--- config.mk ---
export PLATFORM = sky130hd
export DESIGN_NAME = multibyte_charset_byte_generator
export DESIGN_NICKNAME = d
export VERILOG_FILES = /design/src/rtl/mbg_pkg.sv /design/src/rtl/mbg_front.sv /design/src/rtl/mbg_queue.sv /design/src/rtl/mbg_back.sv /design/src/rtl/multibyte_charset_byte_generator.sv
export SDC_FILE = /design/constraint.sdc
export NUM_CORES = 1
export LEC_CHECK = 0
export BUFFER_PORTS_ARGS = -buffer_cell sky130_fd_sc_hd__buf_2
export CAP_MARGIN = 20
export CORE_AREA = 4 4 222 224
export CTS_CLUSTER_DIAMETER = 200
export DETAILED_ROUTE_END_ITERATION = 8
export DIE_AREA = 0 0 226 228
export SLEW_MARGIN = 20
export SYNTH_ARGS = -nofsm -noshare
export SYNTH_HDL_FRONTEND = slang
export SYNTH_SLANG_ARGS = --single-unit
--- constraint.sdc ---
create_clock -name clk -period 7.1 [get_ports clk]
set_input_delay 1.065 -clock clk [delete_from_list [all_inputs] [get_ports clk]]
set_output_delay 1.065 -clock clk [all_outputs]
set_load 0.02 [all_outputs]
--- src/rtl/mbg_pkg.sv ---
// ----------------------------------------------------------------------------
// mbg_pkg: shared types and constants for the multibyte byte generator
// Holds the mode, sub-form, status and register index codes, the range cell
// layout and the descriptor that passes from the classifier to the serialiser.
// ----------------------------------------------------------------------------
package mbg_pkg;

  localparam int TABLE_CELLS = 6;

  // configuration register indexes
  localparam int CFG_IDX_W = 3;
  localparam logic [CFG_IDX_W-1:0] CFG_MODE      = 3'd0;
  localparam logic [CFG_IDX_W-1:0] CFG_CELL_CNT  = 3'd1;
  localparam logic [CFG_IDX_W-1:0] CFG_CELL0     = 3'd2;
  localparam int CFG_DATA_W = 37;

  // encoding modes
  localparam logic [2:0] MODE_ONE   = 3'd0;
  localparam logic [2:0] MODE_TWO   = 3'd1;
  localparam logic [2:0] MODE_TABLE = 3'd2;
  localparam logic [2:0] MODE_GR    = 3'd3;
  localparam logic [2:0] MODE_SS3   = 3'd4;
  localparam logic [2:0] MODE_SS2   = 3'd5;

  // table sub-forms
  localparam logic [1:0] SUB_ONE = 2'd0;
  localparam logic [1:0] SUB_TWO = 2'd1;
  localparam logic [1:0] SUB_GR  = 2'd2;
  localparam logic [1:0] SUB_SS2 = 2'd3;

  // result status
  localparam logic [1:0] ST_OK      = 2'd0;
  localparam logic [1:0] ST_ROOM    = 2'd1;
  localparam logic [1:0] ST_NOMATCH = 2'd2;

  localparam logic [7:0] BYTE_SS2 = 8'h8E;
  localparam logic [7:0] BYTE_SS3 = 8'h8F;
  localparam logic [7:0] BYTE_A2  = 8'hA2;

  localparam int QDEPTH = 4;
  localparam int QPTR_W = $clog2(QDEPTH);
  localparam int QCNT_W = $clog2(QDEPTH + 1);

  typedef struct packed {
    logic [1:0] subform;
    logic [2:0] need;
    logic [7:0] maxh;
    logic [7:0] minh;
    logic [7:0] maxl;
    logic [7:0] minl;
  } cell_t;

  // one classified item: its bytes, index of the final byte, status
  typedef struct packed {
    logic [3:0][7:0] bytes;
    logic [1:0]      last_idx;
    logic [1:0]      status;
  } desc_t;

  // queue head as seen by the serialiser
  typedef struct packed {
    logic  valid;
    desc_t desc;
  } qhead_t;

  function automatic logic [7:0] gr(input logic [7:0] b);
    gr = b | 8'h80;
  endfunction

endpackage

--- src/rtl/mbg_front.sv ---
// ----------------------------------------------------------------------------
// mbg_front: configuration registers and item classifier
// Turns a character code and free room into a descriptor of up to four bytes,
// or a single failure result.
// ----------------------------------------------------------------------------
module mbg_front (
  input  logic                           clk,
  input  logic                           rst_n,
  input  logic                           cfg_we,
  input  logic [mbg_pkg::CFG_IDX_W-1:0]  cfg_index,
  input  logic [mbg_pkg::CFG_DATA_W-1:0] cfg_wdata,
  input  logic [15:0]                    char_code,
  input  logic [15:0]                    room,
  output mbg_pkg::desc_t                 desc
);
  import mbg_pkg::*;

  logic [2:0] mode_r;
  logic [2:0] cell_cnt_r;
  cell_t      cells_r [TABLE_CELLS];

  always_ff @(posedge clk) begin
    if (!rst_n) begin
      mode_r     <= MODE_ONE;
      cell_cnt_r <= '0;
      for (int k = 0; k < TABLE_CELLS; k++) begin
        cells_r[k] <= '0;
      end
    end else if (cfg_we) begin
      if (cfg_index == CFG_MODE) begin
        mode_r <= cfg_wdata[2:0];
      end
      if (cfg_index == CFG_CELL_CNT) begin
        cell_cnt_r <= cfg_wdata[2:0];
      end
      for (int k = 0; k < TABLE_CELLS; k++) begin
        if (cfg_index == CFG_CELL0 + CFG_IDX_W'(k)) begin
          cells_r[k] <= cell_t'(cfg_wdata);
        end
      end
    end
  end

  logic [7:0] hi, lo;
  logic [TABLE_CELLS-1:0] hit;
  logic       found;
  cell_t      sel;

  assign hi = char_code[15:8];
  assign lo = char_code[7:0];

  // every cell compares in parallel; a clamped count simply enables the first cells
  always_comb begin
    for (int k = 0; k < TABLE_CELLS; k++) begin
      hit[k] = (3'(k) < cell_cnt_r)
            && lo >= cells_r[k].minl && lo <= cells_r[k].maxl
            && hi >= cells_r[k].minh && hi <= cells_r[k].maxh;
    end
  end

  // first matching cell wins
  always_comb begin
    found = 1'b0;
    sel   = '0;
    for (int k = 0; k < TABLE_CELLS; k++) begin
      if (hit[k] && !found) begin
        found = 1'b1;
        sel   = cells_r[k];
      end
    end
  end

  always_comb begin
    desc = '0;
    unique case (mode_r)
      MODE_ONE: begin
        desc.bytes[0] = lo;
      end
      MODE_TWO: begin
        if (room < 16'd2) begin
          desc.status = ST_ROOM;
        end else begin
          desc.bytes[0] = hi;
          desc.bytes[1] = lo;
          desc.last_idx = 2'd1;
        end
      end
      MODE_GR: begin
        if (room < 16'd2) begin
          desc.status = ST_ROOM;
        end else begin
          desc.bytes[0] = gr(hi);
          desc.bytes[1] = gr(lo);
          desc.last_idx = 2'd1;
        end
      end
      MODE_SS3: begin
        if (room < 16'd3) begin
          desc.status = ST_ROOM;
        end else begin
          desc.bytes[0] = BYTE_SS3;
          desc.bytes[1] = gr(hi);
          desc.bytes[2] = gr(lo);
          desc.last_idx = 2'd2;
        end
      end
      MODE_SS2: begin
        if (room < 16'd4) begin
          desc.status = ST_ROOM;
        end else begin
          desc.bytes[0] = BYTE_SS2;
          desc.bytes[1] = BYTE_A2;
          desc.bytes[2] = gr(hi);
          desc.bytes[3] = gr(lo);
          desc.last_idx = 2'd3;
        end
      end
      MODE_TABLE: begin
        if (!found) begin
          desc.status = ST_NOMATCH;
        end else if (room < {13'd0, sel.need}) begin
          desc.status = ST_ROOM;
        end else begin
          unique case (sel.subform)
            SUB_ONE: begin
              desc.bytes[0] = lo;
            end
            SUB_TWO: begin
              desc.bytes[0] = hi;
              desc.bytes[1] = lo;
              desc.last_idx = 2'd1;
            end
            SUB_GR: begin
              desc.bytes[0] = gr(hi);
              desc.bytes[1] = gr(lo);
              desc.last_idx = 2'd1;
            end
            SUB_SS2: begin
              desc.bytes[0] = BYTE_SS2;
              desc.bytes[1] = lo;
              desc.last_idx = 2'd1;
            end
            default: ;
          endcase
        end
      end
      default: begin
        desc.status = ST_NOMATCH;
      end
    endcase
  end

endmodule

--- src/rtl/mbg_queue.sv ---
// ----------------------------------------------------------------------------
// mbg_queue: descriptor queue
// Small circular buffer between the classifier and the serialiser.
// ----------------------------------------------------------------------------
module mbg_queue (
  input  logic           clk,
  input  logic           rst_n,
  input  logic           push,
  input  mbg_pkg::desc_t push_desc,
  output logic           full,
  input  logic           pop,
  output mbg_pkg::qhead_t head
);
  import mbg_pkg::*;

  desc_t             mem [QDEPTH];
  logic [QPTR_W-1:0] wr_ptr_r, wr_ptr_nxt;
  logic [QPTR_W-1:0] rd_ptr_r, rd_ptr_nxt;
  logic [QCNT_W-1:0] cnt_r, cnt_nxt;
  logic              do_push, do_pop;

  assign full       = (cnt_r == QCNT_W'(QDEPTH));
  assign do_push    = push && !full;
  assign do_pop     = pop && (cnt_r != '0);
  assign head.valid = (cnt_r != '0);
  assign head.desc  = mem[rd_ptr_r];

  always_comb begin
    wr_ptr_nxt = do_push ? QPTR_W'(wr_ptr_r + 1'b1) : wr_ptr_r;
    rd_ptr_nxt = do_pop  ? QPTR_W'(rd_ptr_r + 1'b1) : rd_ptr_r;
    cnt_nxt    = cnt_r;
    if (do_push && !do_pop) begin
      cnt_nxt = QCNT_W'(cnt_r + 1'b1);
    end else if (do_pop && !do_push) begin
      cnt_nxt = QCNT_W'(cnt_r - 1'b1);
    end
  end

  always_ff @(posedge clk) begin
    if (!rst_n) begin
      wr_ptr_r <= '0;
      rd_ptr_r <= '0;
      cnt_r    <= '0;
    end else begin
      wr_ptr_r <= wr_ptr_nxt;
      rd_ptr_r <= rd_ptr_nxt;
      cnt_r    <= cnt_nxt;
    end
  end

  always_ff @(posedge clk) begin
    if (do_push) begin
      mem[wr_ptr_r] <= push_desc;
    end
  end

endmodule

--- src/rtl/mbg_back.sv ---
// ----------------------------------------------------------------------------
// mbg_back: byte serialiser
// Holds one descriptor and hands out its bytes one per accepted result.
// ----------------------------------------------------------------------------
module mbg_back (
  input  logic            clk,
  input  logic            rst_n,
  input  mbg_pkg::qhead_t head,
  output logic            pop,
  output logic            out_valid,
  input  logic            out_stall,
  output logic [7:0]      out_byte,
  output logic [1:0]      byte_index,
  output logic            last,
  output logic [1:0]      status
);
  import mbg_pkg::*;

  desc_t      desc_r, desc_nxt;
  logic [1:0] idx_r, idx_nxt;
  logic       busy_r, busy_nxt;
  logic       taken, at_last;

  assign taken   = busy_r && !out_stall;
  assign at_last = (idx_r == desc_r.last_idx);

  // reload straight after the final byte goes, so short items follow back to back
  always_comb begin
    desc_nxt = desc_r;
    idx_nxt  = idx_r;
    busy_nxt = busy_r;
    pop      = 1'b0;
    if (!busy_r || (taken && at_last)) begin
      pop      = head.valid;
      busy_nxt = head.valid;
      desc_nxt = head.desc;
      idx_nxt  = '0;
    end else if (taken) begin
      idx_nxt = idx_r + 2'd1;
    end
  end

  always_ff @(posedge clk) begin
    if (!rst_n) begin
      busy_r <= 1'b0;
      idx_r  <= '0;
    end else begin
      busy_r <= busy_nxt;
      idx_r  <= idx_nxt;
    end
  end

  always_ff @(posedge clk) begin
    desc_r <= desc_nxt;
  end

  assign out_valid  = busy_r;
  assign out_byte   = desc_r.bytes[idx_r];
  assign byte_index = idx_r;
  assign last       = at_last;
  assign status     = desc_r.status;

endmodule

--- src/rtl/multibyte_charset_byte_generator.sv ---
// An accepted item is written into the descriptor queue and then loaded into the
//   serialiser register, which puts its first byte on the port.
// Throughput: the serialiser gives one byte per cycle while out_stall is low; an item
//   has 1 to 4 bytes (1 for one-byte forms and failures, 4 for the 8E A2 form).
// The four-entry descriptor queue keeps accepting while the output is stalled, until full.
// Reset: synchronous, active low; clears the queue, the serialiser and every
//   configuration register (mode one-byte, no table cells).
// ----------------------------------------------------------------------------
// multibyte_charset_byte_generator: EUC-style multibyte encoder
// Front classifier, descriptor queue and byte serialiser.
// ----------------------------------------------------------------------------
module multibyte_charset_byte_generator (
  input  logic                           clk,
  input  logic                           rst_n,
  // configuration
  input  logic                           cfg_we,
  input  logic [mbg_pkg::CFG_IDX_W-1:0]  cfg_index,
  input  logic [mbg_pkg::CFG_DATA_W-1:0] cfg_wdata,
  // input items
  input  logic                           in_valid,
  output logic                           in_stall,
  input  logic [15:0]                    in_char_code,
  input  logic [15:0]                    in_room,
  // result items
  output logic                           out_valid,
  input  logic                           out_stall,
  output logic [7:0]                     out_out_byte,
  output logic [1:0]                     out_byte_index,
  output logic                           out_last,
  output logic [1:0]                     out_status
);
  import mbg_pkg::*;

  desc_t  front_desc;
  qhead_t q_head;
  logic   q_full;
  logic   q_pop;

  // classification is combinational on the incoming item; the queue register
  // is the only stage between front and back
  mbg_front u_front (
    .clk       (clk),
    .rst_n     (rst_n),
    .cfg_we    (cfg_we),
    .cfg_index (cfg_index),
    .cfg_wdata (cfg_wdata),
    .char_code (in_char_code),
    .room      (in_room),
    .desc      (front_desc)
  );

  // stall depends only on queue fill, never on the output side directly
  assign in_stall = q_full;

  mbg_queue u_queue (
    .clk       (clk),
    .rst_n     (rst_n),
    .push      (in_valid),
    .push_desc (front_desc),
    .full      (q_full),
    .pop       (q_pop),
    .head      (q_head)
  );

  // serialiser: one byte per accepted result, last byte flagged
  mbg_back u_back (
    .clk        (clk),
    .rst_n      (rst_n),
    .head       (q_head),
    .pop        (q_pop),
    .out_valid  (out_valid),
    .out_stall  (out_stall),
    .out_byte   (out_out_byte),
    .byte_index (out_byte_index),
    .last       (out_last),
    .status     (out_status)
  );

endmodule

==> flow_metrics.tcl <==
set metrics [dict create \
    reg2reg_depth 19 \
    cts_tree "yes" \
    antenna_found_initial 1 \
    fin_tns_setup_ns 0 \
    grt_pass1_vias 13000 \
    final_area_um2 24000 \
    drtIter0Drc 894 \
    grt_pass1_wl_um 77900 \
    fin_crit_sh_pct 74.9 \
    routabilityCongestion 0.832 \
    hold_class "reg -> reg" \
    cp-startpoint "in_char_code[8]" \
    yosys_warnings 0 \
    regToRegStartpoint "u_front.cells_r[0][15]$_SDFFCE_PN0P_" \
    yosysSeqAreaShare_pct 58.6 \
    die_w_um 226 \
    synthArstFlopShare_pct 0 \
    synth_nets 1865 \
    fmax_ghz 0.188 \
    worst_setup_path_start_kind "input port" \
    htreeDepth 2 \
    power.leakage_nw 9.51 \
    power.total_w 0.00663 \
    cp.arrival_ns 5.63 \
    drtAntennaViolNets 0 \
    min_to "u_queue.cnt_r[2]$_SDFFE_PN0P_" \
    core_um2 47300 \
    clkLatencyLatePin_ns 0.59 \
    cts_sinks 418 \
    max_slew_margin_pct 26.3 \
    whs_ns 0.528 \
    cts_resized 0 \
    clk_pin_slew_worst_paths_ns 0.06 \
    min_from "u_queue.cnt_r[2]$_SDFFE_PN0P_" \
    synth_edf_count 402 \
    cts_setup_buffers 0 \
    clk_path_buf_depth 3 \
    crit_fanout 12 \
    ys_seq_elements 418 \
    yosysUniqueCellTypes 71 \
    critPathCaptureType "flop" \
    num_vias 12700 \
    dpl-instance-area_um2 22400 \
    drc 0 \
    wl_per_cell_um 21.7 \
    powerDensity_nw_per_um2 276 \
    maxCapViolCount 0 \
    min_period_ns 5.32 \
    fin_skew_ns 0.0238 \
    r2r_slack_ns 2.40 \
    yosys_most_used_dff "edfxtp_1" \
    drive_gt1_share_pct 14.4 \
    final_nets 1978 \
    dieHeight_um 228 \
    path_class "in -> reg" \
    slew_viol_final 0 \
    hold_viol 0 \
    hpwl_um 33300 \
    finalSetupViolCount 0 \
    fp.dieArea_um2 51500 \
    io_pins 92 \
    routed_wirelength_um 51100 \
    io_buffers 91 \
    hold-path-cell-count 2 \
    ir_drop_mv 0.160 \
    grt_max_degree 38 \
    grt_use_total_pct 20.0 \
    fp-row-count 80 \
    status "finished clean" \
    crit_required_ns 7.41 \
    syn_area_um2 21200 \
    root_buffer "clkbuf_16" \
    grt-ovfl-total 0 \
    area_delta_synth_final_pct 13.4 \
    firstDrtPassIters 5 \
    syn_area_per_cell_um2 13.3 \
    cts_hold_buf 0 \
    worstMarginPinSlew_ns 1.10 \
    synthCells 1588 \
    routed_via_density 5.40 \
    start_util_pct 44.7 \
    grt_setup_unrepaired "false" \
    r2r_end "u_queue.mem[2][17]$_DFFE_PP_" \
    cts_made_buffers 47 \
]
## sequential cells by signal, indices dropped and copies added, names as in the netlist
| register | flops |
|---|---|
| u_back.byte_index | 2 |
| u_back.desc_r | 34 |
| u_back.out_valid | 1 |
| u_back.status | 2 |
| u_front.cell_cnt_r | 3 |
| u_front.cells_r | 222 |
| u_front.mode_r | 3 |
| u_queue.cnt_r | 3 |
| u_queue.mem | 144 |
| u_queue.rd_ptr_r | 2 |
| u_queue.wr_ptr_r | 2 |
## report_power, final
group	leakage [nW]	switching, W	internal [W]
Sequential	3.99	0.000125	0.00306
Combinational	4.77	0.000589	0.000425
Clock	0.750	0.000974	0.00146
Total	9.51	0.00169	0.00494
## cell type report
cell class / count / area (µm²)
clock buffer: 60 / 1250
fill: 4110 / 23400
antenna: 1 / 2.50
tap: 615 / 769
sequential: 418 / 12400
clock inverter: 27 / 294
multi-input combinational: 942 / 8020
inverter: 187 / 702
timing repair buffer: 105 / 561
## worst max path at each step
stage	to	slack (ns)
after floorplan	u_queue.cnt_r[2]$_SDFFE_PN0P_	1.43
after global placement	u_queue.mem[0][17]$_DFFE_PP_	1.36
after detailed placement	u_queue.mem[0][6]$_DFFE_PP_	1.29
after CTS	u_queue.mem[0][6]$_DFFE_PP_	1.89
after global routing	u_queue.mem[2][19]$_DFFE_PP_	1.48
final	u_queue.mem[1][5]$_DFFE_PP_	1.78
## per-stage QoR
| stage | instances | utilization (%) | setup slack, ns |
|---|---|---|---|
| final | 2355 | 50.7 | 1.78 |
| after global routing | 2354 | 50.7 | 1.48 |
| after CTS | 2354 | 50.7 | 1.89 |
| after detailed placement | 2267 | 47.4 | 1.29 |
| after global placement | 2267 | 47.4 | 1.36 |
| after floorplan | 1588 | - | 1.43 |
## synthesized netlist by cell type, types with 6 or more instances
master     count  area share [%]
nand2b_1      17            0.50
nand3_1       17            0.40
o21ai_0       48             1.1
o21a_1         9            0.32
a21oi_1       71             1.7
a21o_1        14            0.50
inv_1        187             3.3
a22o_1        16            0.66
mux2i_1       10            0.47
nand4_1       25            0.74
nor2_1        29            0.51
edfxtp_1     402              57
nor4_1         7            0.21
a31oi_1        6            0.18
a2111oi_0      7            0.29
ha_1         199              12
and2_1       239             7.1
nor3_1        10            0.24
dfxtp_1       16             1.5
clkbuf_1      33            0.59
nor2b_1       33            0.98
o211ai_1       8            0.28
mux4_2        44             4.7
nand2_1       36            0.64
a221oi_1       6            0.25
## kinds of logic (layout without fill, tap and decap cells)
logic type / after synthesis / in the layout / share of synthesized area, %
and+or+nand+nor: 446 / 446 / 12.5
DFF: 418 / 418 / 58.6
AOI/OAI and AO/OA: 233 / 233 / 7.41
buffers and inverters: 228 / 379 / 4.12
adders and majority gates: 200 / 200 / 11.9
muxes: 55 / 55 / 5.21
xor gates and xnor gates: 8 / 8 / 0.331
other: 0 / 1 / 0
## critical path, cell delays in order
cell and delay [ns]:
buf_2 0.16, inv_1 0.48, ha_1 0.34, nand2b_1 0.14, a31oi_1 0.20, o21ai_1 0.11
a2111o_1 0.43, and3_1 0.31, and3_1 0.23, a21o_1 0.15, mux2i_1 0.20, a21o_1 0.14
a22oi_1 0.09, a21oi_1 0.15, ha_1 0.16, nor2_1 0.05, nand2_1 0.08, a221oi_2 0.05
or3b_1 0.53, o31ai_1 0.53
## layout by cell type (no fill, tap or decap), drive strengths merged, types with 8 or more instances in the layout
cell | Yosys | routed
buf | 8 | 105
mux4 | 44 | 44
clkinv | 0 | 18
and2 | 239 | 239
nand4 | 25 | 25
nand2b | 17 | 17
nor2 | 30 | 30
ha | 199 | 199
mux2i | 10 | 10
o21a | 9 | 9
a21oi | 71 | 71
a2111oi | 8 | 8
inv | 187 | 189
nand3 | 17 | 17
nor2b | 33 | 33
nand2 | 36 | 36
clkbuf | 33 | 60
edfxtp | 402 | 402
dfxtp | 16 | 16
o211ai | 8 | 8
o21ai | 50 | 50
nor3 | 13 | 13
a22o | 16 | 16
a21o | 14 | 14
## metal layers
| layer | routed length [µm] | GRT usage (%) |
|---|---|---|
| met5 | 11 | 0 |
| met4 | 1440 | 6.43 |
| met3 | 2200 | 3.15 |
| met2 | 25100 | 33.4 |
| met1 | 22300 | 26.9 |
(Power assumes the default switching activity.)
